===== src/sv/inverse_quantizer_with_mismatch_top_defines.svh =====
// assertion macros shared by the rtl files
`ifndef INVERSE_QUANTIZER_WITH_MISMATCH_TOP_DEFINES_SVH
`define INVERSE_QUANTIZER_WITH_MISMATCH_TOP_DEFINES_SVH

`ifndef ASSERT_OFF

// property holds at every clock edge out of reset
`define ASSERT_HOLD(label, clk, rst, prop) \
   label: assert property (@(posedge clk) disable iff (rst) (prop)) \
      else $error("assertion failed");

// condition implies a consequence in the next cycle
`define ASSERT_NEXT(label, clk, rst, cond, cons) \
   label: assert property (@(posedge clk) disable iff (rst) (cond) |=> (cons)) \
      else $error("assertion failed");

`else

`define ASSERT_HOLD(label, clk, rst, prop)
`define ASSERT_NEXT(label, clk, rst, cond, cons)

`endif

`endif


===== src/sv/iqm_pkg.sv =====
`default_nettype none

package iqm_pkg;

   localparam int DEFAULT_BLOCK_COEFFS = 64;

   localparam int COEFF_W   = 12;
   localparam int WEIGHT_W  = 8;
   localparam int QSCALE_W  = 7;
   localparam int DCP_W     = 2;
   localparam int COEFF_MAX = 2047;
   localparam int COEFF_MIN = -2048;
   localparam int PROD_SHIFT = 5;
   localparam int DC_SHIFT_MAX = 3;

   // commands from the sequencer to the datapath
   typedef struct packed {
      logic cfg_write;
      logic load;
      logic mul1;
      logic mul2;
      logic finish;
   } cmd_type;

   // status from the datapath to the sequencer
   typedef struct packed {
      logic out_full;
   } status_type;

endpackage

`default_nettype wire


===== src/sv/iqm_ctrl.sv =====
`default_nettype none

module iqm_ctrl (
   input  wire logic                clock,
   input  wire logic                reset,
   input  wire logic                req_valid,
   output logic                     req_ready,
   input  wire logic                rsp_ready,
   input  wire logic                csr_valid,
   output logic                     csr_ready,
   input  wire iqm_pkg::status_type status,
   output iqm_pkg::cmd_type         cmd
);

   localparam logic [1:0] ST_IDLE = 2'd0;
   localparam logic [1:0] ST_MUL1 = 2'd1;
   localparam logic [1:0] ST_MUL2 = 2'd2;
   localparam logic [1:0] ST_FIN  = 2'd3;

   logic [1:0] state_ff;
   logic [1:0] state_in;
   logic       fin_go;

   assign req_ready = (state_ff == ST_IDLE);
   assign csr_ready = 1'b1;

   // result register free, or its word leaves this cycle
   assign fin_go = (state_ff == ST_FIN) && (!status.out_full || rsp_ready);

   always_comb begin
      cmd.cfg_write = csr_valid && csr_ready;
      cmd.load      = req_valid && req_ready;
      cmd.mul1      = (state_ff == ST_MUL1);
      cmd.mul2      = (state_ff == ST_MUL2);
      cmd.finish    = fin_go;
   end

   always_comb begin
      state_in = state_ff;
      case (state_ff)
         ST_IDLE: begin
            if (req_valid) state_in = ST_MUL1;
         end
         ST_MUL1: state_in = ST_MUL2;
         ST_MUL2: state_in = ST_FIN;
         ST_FIN: begin
            if (fin_go) state_in = ST_IDLE;
         end
         default: state_in = ST_IDLE;
      endcase
   end

   always_ff @(posedge clock) begin
      if (reset) begin
         state_ff <= ST_IDLE;
      end else begin
         state_ff <= state_in;
      end
   end

`include "inverse_quantizer_with_mismatch_top_defines.svh"

   `ASSERT_NEXT(a_accept_starts, clock, reset, req_valid && req_ready, state_ff == ST_MUL1)
   `ASSERT_NEXT(a_mul_order, clock, reset, state_ff == ST_MUL1, state_ff == ST_MUL2)

endmodule

`default_nettype wire


===== src/sv/iqm_datapath.sv =====
`default_nettype none

module iqm_datapath #(
   parameter int BLOCK_COEFFS = iqm_pkg::DEFAULT_BLOCK_COEFFS
) (
   input  wire logic                                clock,
   input  wire logic                                reset,
   input  wire iqm_pkg::cmd_type                    cmd,
   output iqm_pkg::status_type                      status,
   input  wire logic [iqm_pkg::DCP_W-1:0]           csr_dc_precision,
   input  wire logic signed [iqm_pkg::COEFF_W-1:0]  req_qf_coeff,
   input  wire logic [iqm_pkg::WEIGHT_W-1:0]        req_weight,
   input  wire logic [iqm_pkg::QSCALE_W-1:0]        req_qscale,
   input  wire logic                                req_intra_mode,
   output logic                                     rsp_valid,
   input  wire logic                                rsp_ready,
   output logic signed [iqm_pkg::COEFF_W-1:0]       rsp_coeff_out,
   output logic                                     rsp_block_last
);

   localparam int IDX_W  = $clog2(BLOCK_COEFFS);
   localparam int CW     = iqm_pkg::COEFF_W;
   // 2*qf + k reaches -4097 for the most negative qf
   localparam int BASE_W = CW + 2;
   localparam int P1_W   = BASE_W + iqm_pkg::WEIGHT_W + 1;
   localparam int P2_W   = P1_W + iqm_pkg::QSCALE_W + 1;
   localparam int DC_W   = CW + iqm_pkg::DC_SHIFT_MAX;

   logic [iqm_pkg::DCP_W-1:0]  dcp_ff;
   logic [IDX_W-1:0]           idx_ff;
   logic                       parity_ff;
   logic                       valid_ff;

   logic signed [CW-1:0]       qf_ff;
   logic [iqm_pkg::WEIGHT_W-1:0] w_ff;
   logic [iqm_pkg::QSCALE_W-1:0] qs_ff;
   logic                       intra_ff;
   logic                       dc_sel_ff;
   logic signed [P1_W-1:0]     p1_ff;
   logic signed [DC_W-1:0]     dc_ff;
   logic signed [P2_W-1:0]     p2_ff;
   logic signed [CW-1:0]       coeff_ff;
   logic                       last_ff;

   logic signed [BASE_W-1:0]   base;
   logic signed [BASE_W-1:0]   k_val;
   logic [iqm_pkg::DCP_W-1:0]  dc_shift;
   logic signed [P2_W-1:0]     scaled;
   logic signed [P2_W-1:0]     val_wide;
   logic signed [CW-1:0]       sat_val;
   logic                       parity_in;
   logic                       at_last;
   logic signed [CW-1:0]       coeff_in;

   // rounding term: sign of qf for non-intra blocks
   always_comb begin
      if (intra_ff || (qf_ff == '0)) k_val = '0;
      else if (qf_ff[CW-1])          k_val = '1;
      else                           k_val = BASE_W'(1);
      base = (BASE_W'(qf_ff) <<< 1) + k_val;
   end

   assign dc_shift = iqm_pkg::DCP_W'(iqm_pkg::DC_SHIFT_MAX) - dcp_ff;

   // floor shift (or the DC value), then saturate
   always_comb begin
      scaled   = p2_ff >>> iqm_pkg::PROD_SHIFT;
      val_wide = dc_sel_ff ? P2_W'(dc_ff) : scaled;
      if (val_wide > $signed(P2_W'(iqm_pkg::COEFF_MAX)))
         sat_val = CW'(iqm_pkg::COEFF_MAX);
      else if (val_wide < $signed(P2_W'(iqm_pkg::COEFF_MIN)))
         sat_val = CW'(iqm_pkg::COEFF_MIN);
      else
         sat_val = val_wide[CW-1:0];
      parity_in = parity_ff ^ sat_val[0];
      at_last   = (idx_ff == IDX_W'(BLOCK_COEFFS - 1));
      // mismatch control: force odd block sum on the last word
      coeff_in  = (at_last && !parity_in) ? (sat_val ^ CW'(1)) : sat_val;
   end

   always_ff @(posedge clock) begin
      if (reset) begin
         dcp_ff    <= '0;
         idx_ff    <= '0;
         parity_ff <= 1'b0;
         valid_ff  <= 1'b0;
      end else begin
         if (cmd.cfg_write) dcp_ff <= csr_dc_precision;
         if (cmd.finish) begin
            idx_ff    <= at_last ? '0 : idx_ff + IDX_W'(1);
            parity_ff <= at_last ? 1'b0 : parity_in;
            valid_ff  <= 1'b1;
         end else if (rsp_ready) begin
            valid_ff  <= 1'b0;
         end
      end
   end

   always_ff @(posedge clock) begin
      if (cmd.load) begin
         qf_ff     <= req_qf_coeff;
         w_ff      <= req_weight;
         qs_ff     <= req_qscale;
         intra_ff  <= req_intra_mode;
         dc_sel_ff <= req_intra_mode && (idx_ff == '0);
      end
      if (cmd.mul1) begin
         p1_ff <= P1_W'(base * $signed({1'b0, w_ff}));
         dc_ff <= DC_W'(qf_ff) <<< dc_shift;
      end
      if (cmd.mul2) begin
         p2_ff <= P2_W'(p1_ff * $signed({1'b0, qs_ff}));
      end
      if (cmd.finish) begin
         coeff_ff <= coeff_in;
         last_ff  <= at_last;
      end
   end

   assign status.out_full = valid_ff;
   assign rsp_valid       = valid_ff;
   assign rsp_coeff_out   = coeff_ff;
   assign rsp_block_last  = last_ff;

`include "inverse_quantizer_with_mismatch_top_defines.svh"

   `ASSERT_NEXT(a_block_wrap, clock, reset, cmd.finish && at_last,
                (idx_ff == '0) && !parity_ff)
   `ASSERT_NEXT(a_finish_shows, clock, reset, cmd.finish, valid_ff)
   `ASSERT_HOLD(a_one_cmd, clock, reset, $onehot0({cmd.load, cmd.mul1, cmd.mul2, cmd.finish}))

endmodule

`default_nettype wire


===== src/sv/inverse_quantizer_with_mismatch_top.sv =====
// Inverse quantizer with mismatch control for 8x8 transform blocks. Coefficients of a
// block arrive one word at a time in block order, each with its matrix weight,
// quantiser scale and intra flag; each accepted word gives exactly one result word.
// An intra DC coefficient (first of a block with the intra flag set) is scaled by
// 8 >> dc_precision; all others become floor(((2*qf + k) * weight * qscale) / 32)
// with k the sign of qf for non-intra words. Results saturate to -2048..2047 and the
// last word of each block has its lsb flipped when the block sum is even. One word
// is in flight at a time: the sequencer walks accept, two registered multiply steps
// and a shift/saturate (finish) step that registers the result. A finished result
// sits in the output register while the next word is accepted; the finish step
// waits only if that register still holds an untaken word. The user must write
// dc_precision through the csr port while the block is idle; this is not enforced.

`default_nettype none

module inverse_quantizer_with_mismatch_top #(
   parameter int BLOCK_COEFFS = iqm_pkg::DEFAULT_BLOCK_COEFFS
) (
   input  wire logic                                clock,
   input  wire logic                                reset,
   // configuration write
   input  wire logic                                csr_valid,
   output logic                                     csr_ready,
   input  wire logic [iqm_pkg::DCP_W-1:0]           csr_dc_precision,
   // coefficient input
   input  wire logic                                req_valid,
   output logic                                     req_ready,
   input  wire logic signed [iqm_pkg::COEFF_W-1:0]  req_qf_coeff,
   input  wire logic [iqm_pkg::WEIGHT_W-1:0]        req_weight,
   input  wire logic [iqm_pkg::QSCALE_W-1:0]        req_qscale,
   input  wire logic                                req_intra_mode,
   // reconstructed coefficient output
   output logic                                     rsp_valid,
   input  wire logic                                rsp_ready,
   output logic signed [iqm_pkg::COEFF_W-1:0]       rsp_coeff_out,
   output logic                                     rsp_block_last
);

   iqm_pkg::cmd_type    cmd;
   iqm_pkg::status_type status;

   // sequencer: handshakes and step order
   iqm_ctrl u_ctrl (
      .clock     (clock),
      .reset     (reset),
      .req_valid (req_valid),
      .req_ready (req_ready),
      .rsp_ready (rsp_ready),
      .csr_valid (csr_valid),
      .csr_ready (csr_ready),
      .status    (status),
      .cmd       (cmd)
   );

   // arithmetic, block position counter, parity and output register
   iqm_datapath #(
      .BLOCK_COEFFS (BLOCK_COEFFS)
   ) u_datapath (
      .clock            (clock),
      .reset            (reset),
      .cmd              (cmd),
      .status           (status),
      .csr_dc_precision (csr_dc_precision),
      .req_qf_coeff     (req_qf_coeff),
      .req_weight       (req_weight),
      .req_qscale       (req_qscale),
      .req_intra_mode   (req_intra_mode),
      .rsp_valid        (rsp_valid),
      .rsp_ready        (rsp_ready),
      .rsp_coeff_out    (rsp_coeff_out),
      .rsp_block_last   (rsp_block_last)
   );

endmodule

`default_nettype wire

===== config.mk =====
export PLATFORM = sky130hd
export DESIGN_NAME = inverse_quantizer_with_mismatch_top
export DESIGN_NICKNAME = d
export VERILOG_FILES = /design/src/sv/iqm_pkg.sv /design/src/sv/iqm_ctrl.sv /design/src/sv/iqm_datapath.sv /design/src/sv/inverse_quantizer_with_mismatch_top.sv
export VERILOG_INCLUDE_DIRS = /design/src /design/src/sv
export SDC_FILE = /design/constraint.sdc
export NUM_CORES = 1
export LEC_CHECK = 0
export ABC_CLOCK_PERIOD_IN_PS = 17100
export BUFFER_PORTS_ARGS = -buffer_cell sky130_fd_sc_hd__buf_2
export CAP_MARGIN = 20
export CORE_UTILIZATION = 38
export CTS_CLUSTER_DIAMETER = 80
export DETAILED_ROUTE_END_ITERATION = 12
export PLACE_DENSITY = 0.64
export SETUP_SLACK_MARGIN = 0.02
export SLEW_MARGIN = 20
export SYNTH_ARGS = -nofsm -noshare
export SYNTH_HDL_FRONTEND = slang
export SYNTH_SLANG_ARGS = --single-unit

===== constraint.sdc =====
create_clock -name clock -period 17.1 [get_ports clock]
set_input_delay 0.855 -clock clock [delete_from_list [all_inputs] [get_ports clock]]
set_output_delay 0.855 -clock clock [all_outputs]
set_load 0.05 [all_outputs]

## Yosys cells after proc, flatten, opt, wreduce, memory -nomap -nowiden

Index checks and enable logic that the tools add are counted.

- Add/sub/neg operators: 3
- Multipliers: 2
- Magnitude comparators: 2
- Equality and inequality tests: 6
- Shift-type cells: 1
- Mux-type cells: 13
- Bitwise operators: 2
- Reduce and logical (&&, ||, !) cells: 13

Operator list:

| kind | number |
|---|---|
| 31-bit by 12-bit > comparator with 1-bit output, second input constant | 1 |
| 31-bit by 12-bit < comparator with 1-bit output, second input constant | 1 |
| 23-bit by 8-bit multiplier with 31-bit output | 1 |
| 31-bit 2-to-1 mux | 1 |
| 14-bit 2-to-1 mux | 2 |
| 12-bit 2-to-1 mux | 2 |
| 14-bit by 9-bit multiplier with 23-bit output | 1 |
| 12-bit by 2-bit <<< shifter with 15-bit output | 1 |
| 13-bit by 14-bit adder with 14-bit output | 1 |
| 12-bit logical NOT | 1 |
| 2-bit case mux with 4 select lines | 1 |
| 6-bit by 1-bit adder with 6-bit output, second input constant | 1 |
| 6-bit == test, second input constant | 1 |
| 6-bit logical NOT | 1 |
| 6-bit 2-to-1 mux | 1 |
| 2-bit == test, second input constant | 2 |
| 1-bit logical AND | 4 |
| 1-bit 2-to-1 mux | 4 |
| 2-bit 2-to-1 mux | 2 |
| 2-bit by 1-bit == test with 1-bit output, second input constant | 1 |
| 1-bit logical NOT | 2 |
| 2-bit logical NOT | 1 |
| 1-bit logical OR | 2 |
| 2-bit by 1-bit inequality test with 1-bit output, second input constant | 1 |
| 6 further kinds | 6 |

- Flip-flop bits (word level): 123
- Output and inout bits: 16
- Logic and storage cells: 57

## Depth between registers and ports, before layout

- Depth after elaboration: 8
- Depth in mapped cells: 30
- Gate-level depth less buffers: 29

## By module

Synthesis repeated with hierarchy kept, for this count alone.

- Cell total of the unflattened synthesis: 1427
- Area total of the unflattened synthesis: 14450.1 um^2

By module, submodules not included:

| module | instances | cells each | area each (um^2) | sequential area each (um^2) |
|---|---|---|---|---|
| iqm_datapath | 1 | 1404 | 14229.9 | 3383.2 |
| iqm_ctrl | 1 | 23 | 220.2 | 40.0 |

## Least setup slack after synthesis

OpenSTA, ideal clock, no wires.

- Path type: register to register
- Start point: register u_datapath.intra_ff
- End point: register u_datapath.p1_ff[21] (data pin)
- Library setup time: 258 ps
- Arrival: 6580 ps
- Data required time: 16842 ps
- Setup slack: 10262 ps
- Cell stages (with the launch flop): 31
- Buffers on the path: 1
- Cell sequence: edfxtp_1 > nand2b_1 > inv_1 > ha_1 > inv_1 > fa_1 > nor2b_1 > o21ai_0 > a21boi_0 > o21ai_0 > a21oi_1 > a311oi_1 > a211o_1 > buf_2 > nand2_1 > fa_1 > inv_1 > fa_1 > fa_1 > inv_1 > fa_1 > inv_1 > ha_1 > a21o_1 > a21o_1 > a21oi_1 > o21a_1 > a31oi_1 > a211o_1 > a21oi_1 > xnor2_1

- Cells in the longest elaborated chain, start to end: 4

Ends and longest elaborated chain:

| item | line | text |
|---|---|---|
| from (decl) | iqm_datapath.sv:37 | `logic intra_ff;` |
| from (signal assigned) | iqm_datapath.sv:104 | `intra_ff <= req_intra_mode;` |
| 1-bit logical OR | iqm_datapath.sv:57 | `if (intra_ff \|\| (qf_ff == '0)) k_val = '0;` |
| 14-bit 2-to-1 mux | iqm_datapath.sv:57 |  |
| 13-bit by 14-bit adder with 14-bit output | iqm_datapath.sv:60 | `base = (BASE_W'(qf_ff) <<< 1) + k_val;` |
| 14-bit by 9-bit multiplier with 23-bit output | iqm_datapath.sv:108 | `p1_ff <= P1_W'(base * $signed({1'b0, w_ff}));` |
| to (signal assigned) | iqm_datapath.sv:108 |  |
| to (decl) | iqm_datapath.sv:39 | `logic signed [P1_W-1:0] p1_ff;` |

No other way between the ends.
A chain may end at the register's enable or synchronous reset.

## Worst setup path after layout

- Start point: register u_datapath.qf_ff[11]
- End point: register u_datapath.p1_ff[22] (data pin)

- Cells in the longest elaborated chain, start to end: 5

Ends and longest elaborated chain:

| item | line | text |
|---|---|---|
| from (decl) | iqm_datapath.sv:34 | `logic signed [CW-1:0] qf_ff;` |
| from (signal assigned) | iqm_datapath.sv:101 | `qf_ff <= req_qf_coeff;` |
| 12-bit logical NOT | iqm_datapath.sv:57 |  |
| 1-bit logical OR | iqm_datapath.sv:57 |  |
| 14-bit 2-to-1 mux | iqm_datapath.sv:57 |  |
| 13-bit by 14-bit adder with 14-bit output * | iqm_datapath.sv:60 |  |
| 14-bit by 9-bit multiplier with 23-bit output * | iqm_datapath.sv:108 |  |

Every way passes the cells marked *; elsewhere a longest branch is shown, timed or not.

==> impl_results.md <==
* Cell at the slowest stage of the critical path: sky130_fd_sc_hd__xnor2_1
* Clk buf depth at 2
* First-pass iteration count of the detailed router at 5
* RR Endpoint: u_datapath.p1_ff[22]$_DFFE_PN_
* Average footprint of a synthesized cell at 10.1 um^2
* Largest cells by area after synthesis: sky130_fd_sc_hd__fa_1 (29%), sky130_fd_sc_hd__edfxtp_1 (22%), sky130_fd_sc_hd__ha_1 (11%)
* Final layout net count at 1842
* Worst-path maximum fanout at 12
* Fraction of layout cells with a size suffix above 1 at 0.0727
* Number of buffers added by the clock tree synthesis step at 17
* Clock tree from TritonCTS: built
* Count of standard-cell rows at 71
* Floorplan Core Area at 0.0376 mm^2
* Critical path arrival at 7.92 ns
* Worst slew margin relative to its limit at 0.335
* Antenna violations before repair at 0
* Pin count of the biggest net entering global routing at 37
* Number of fillers in the final layout at 3594
* Growth of design area from synthesis to finish at 9.26%
* Number of setup buffers added after CTS at 0
* Tcrit/Tclk final at 0.447
* Startpoint of the lowest-slack hold path: u_datapath.idx_ff[5]$_SDFFE_PP0P_
* Final wirelength at 31.1 mm
* Post-synth cell types at 60
* Cell depth of the worst flop-to-flop path at 28
* Mapped Nets at 1803
* Total track usage at 0.174
* Worst-path clk slew at 0.06 ns
* Flop and latch count out of synthesis at 118
* Weighted congestion reported at the end of routability-driven placement at 0.834
* Kind of end point of the critical path: register
* Footprint of the flip-flops and latches at 0.00342 mm^2
* Remaining design rule violation count at 0
* Timing endpoint of the critical path: u_datapath.p1_ff[22]$_DFFE_PN_
* Total inserted antenna cells at 0
* Global-route wire length before repair at 53.1 mm
* Kind of start point of the critical path: register
* Share of synthesized area occupied by flip-flops and latches at 0.236
* Worst endpoint required time at 17.37 ns
* Overall die width at 197 um
* Most common cell after layout, fill and taps aside: sky130_fd_sc_hd__inv_1
* Number of instances in the synthesized netlist at 1433
* # clock sinks at 118
* Count of instances resized after the clock tree is built at 0
* Fraction of post-synthesis cell area in the top cell type by area at 0.292
* Starting utilization of the core area at 0.385
* Post-Synthesis Cell Area at 0.0145 mm^2
* Detailed placement HPWL at 25.0 mm
* Path category of the worst min-delay check: reg2reg
* Highest cell delay on the worst timing path at 0.58 ns
* Number of enable-type register cells in the synthesized netlist at 106
* Unrepaired setup endpoints after global routing: no
* Number of antenna-violating nets in the routed design at 0
* Die area at 0.0389 mm^2
* Mean number of vias per cell at 4.87
* Critical path class: reg2reg
* Final Instance Area at 0.0158 mm^2
* Combined area of the multi-input logic cells at 0.00981 mm^2
* Die H at 197 um
* Drt initial violations at 618
* Setup slack on the worst flop-to-flop path at 9.46 ns
* Worst-margin pin slew at 0.997 ns
* GRT overflow at 0
* Skew final at 0.0125 ns
* Share of async-settable or async-resettable flops after synthesis at 0
* DR WL/cell at 15.6 um
* Outcome: completed
* Placed standard-cell area at 0.0153 mm^2
* Total of max-cap violations at 0
* Final Max Slew Viols at 0
* Commonest cells after routing, fill and taps aside: sky130_fd_sc_hd__inv_1 (296), sky130_fd_sc_hd__fa_1 (211), sky130_fd_sc_hd__and2_1 (176), sky130_fd_sc_hd__ha_1 (124), sky130_fd_sc_hd__nand2_1 (122)
* # port buffers at 49
* Prevailing post-synth register cell: sky130_fd_sc_hd__edfxtp_1
* Setup TNS Final at 0 ns
* First element of the critical path: u_datapath.qf_ff[11]$_DFFE_PP_
* Number of ports placed on the die boundary at 51
* Total via count after detailed routing at 9723
* Number of hold buffers added after cts at 0
* Cell chosen for the clock root: sky130_fd_sc_hd__clkbuf_16
* Clock latency on the worst-skew pair at 0.43 ns
* Synthesis Warnings at 0
* Count of endpoints failing setup in the final report at 0
* Highest achievable clock rate at 0.131 GHz
* Startpoint of the lowest-slack register-to-register path: u_datapath.qf_ff[11]$_DFFE_PP_
* H-tree levels at 4
* Final hold violation count at 0
* Number of global-route vias before repair at 10.6k
* Most numerous cell on the critical path: sky130_fd_sc_hd__fa_1
* Time the worst path needs with I/O delays and setup at 7.64 ns
* Area leader, netlist: sky130_fd_sc_hd__fa_1
==> how the worst min path moves through the flow <==
stage	to	slack, ns	cells after the start
2_1_floorplan	u_datapath.idx_ff[5]$_SDFFE_PP0P_	0.47	2
3_3_place_gp	u_datapath.parity_ff$_SDFFE_PP0P_	0.49	2
3_5_place_dp	u_datapath.idx_ff[5]$_SDFFE_PP0P_	0.51	2
4_1_cts	u_datapath.idx_ff[5]$_SDFFE_PP0P_	0.52	2
5_1_grt	u_datapath.idx_ff[5]$_SDFFE_PP0P_	0.54	2
6_report	u_datapath.idx_ff[5]$_SDFFE_PP0P_	0.51	2
==> synth_stat cells, types with 10 or more instances <==
| library cell | n |
|---|---|
| sky130_fd_sc_hd__xor2_1 | 23 |
| sky130_fd_sc_hd__o21bai_1 | 10 |
| sky130_fd_sc_hd__a21o_1 | 16 |
| sky130_fd_sc_hd__a21oi_1 | 44 |
| sky130_fd_sc_hd__nand2_1 | 122 |
| sky130_fd_sc_hd__dfxtp_1 | 12 |
| sky130_fd_sc_hd__nand3_1 | 13 |
| sky130_fd_sc_hd__inv_1 | 296 |
| sky130_fd_sc_hd__nor2b_1 | 18 |
| sky130_fd_sc_hd__clkbuf_1 | 29 |
| sky130_fd_sc_hd__nand4_1 | 11 |
| sky130_fd_sc_hd__and2_1 | 176 |
| sky130_fd_sc_hd__o21ai_0 | 25 |
| sky130_fd_sc_hd__nor2_1 | 39 |
| sky130_fd_sc_hd__nor3_1 | 14 |
| sky130_fd_sc_hd__mux2i_1 | 20 |
| sky130_fd_sc_hd__ha_1 | 124 |
| sky130_fd_sc_hd__edfxtp_1 | 106 |
| sky130_fd_sc_hd__fa_1 | 211 |
| sky130_fd_sc_hd__xnor2_1 | 35 |
==> metal layers <==
layer / share of wire / track usage / vias up / routed length (um)
li1: - / - / 4606 / -
met1: 0.45 / 0.230 / 4892 / 14100
met2: 0.49 / 0.295 / 184 / 15200
met3: 0.035 / 0.0265 / 41 / 1100
met4: 0.022 / 0.0477 / 0 / 699
met5: 0 / 0 / - / 0
==> final cells by class <==
class | count | share of cell area
multi-input cells | 986 | 0.620
flip-flops and latches | 118 | 0.216
inverters | 297 | 0.0705
well taps | 511 | 0.0404
clock buffers | 17 | 0.0269
repair buffers | 52 | 0.0169
clock inverters | 15 | 0.00839
==> logic make-up after synthesis <==
logic type / count (synthesis) / synth area share
AOI/OAI and AO/OA: 133 / 0.0606
xor gates and xnor gates: 59 / 0.0362
adders and majority gates: 335 / 0.399
buffers and inverters: 329 / 0.0857
DFF: 118 / 0.236
muxes: 27 / 0.0224
other: 1 / 0.000259
and+or+nand+nor: 431 / 0.159
==> worst max-delay path: cells and delay by family, from the launching register on <==
kind	cells	cell delay (ns)
simple gates	6	1.00
xor+xnor	1	0.58
fa+ha+maj	7	3.05
buf+inv	4	0.50
flops	1	0.49
compound gates	10	1.90
==> stage by stage <==
| stage | utilization | instances | setup WS (ns) | hold WS [ns] |
|---|---|---|---|---|
| final | 0.421 | 1996 | 9.46 | 0.514 |
| after global routing | 0.421 | 1996 | 8.79 | 0.543 |
| after CTS | 0.421 | 1996 | 9.48 | 0.517 |
| after detailed placement | 0.406 | 1964 | 9.53 | 0.508 |
| after global placement | 0.406 | 1964 | 9.77 | 0.493 |
| after floorplan | - | 1433 | 10.26 | 0.474 |
==> sequential cells by signal, summed over array words and instances (netlist names), 6 cells and up <==
register / count
u_datapath.p1_ff: 23
u_datapath.rsp_coeff_out: 12
u_datapath.qs_ff: 7
u_datapath.w_ff: 8
u_datapath.idx_ff: 6
u_datapath.p2_ff: 26
u_datapath.dc_ff: 15
u_datapath.qf_ff: 12
Power is not shown: default switching activity piles up to over one toggle a cycle in this logic, so the estimate is an artifact.
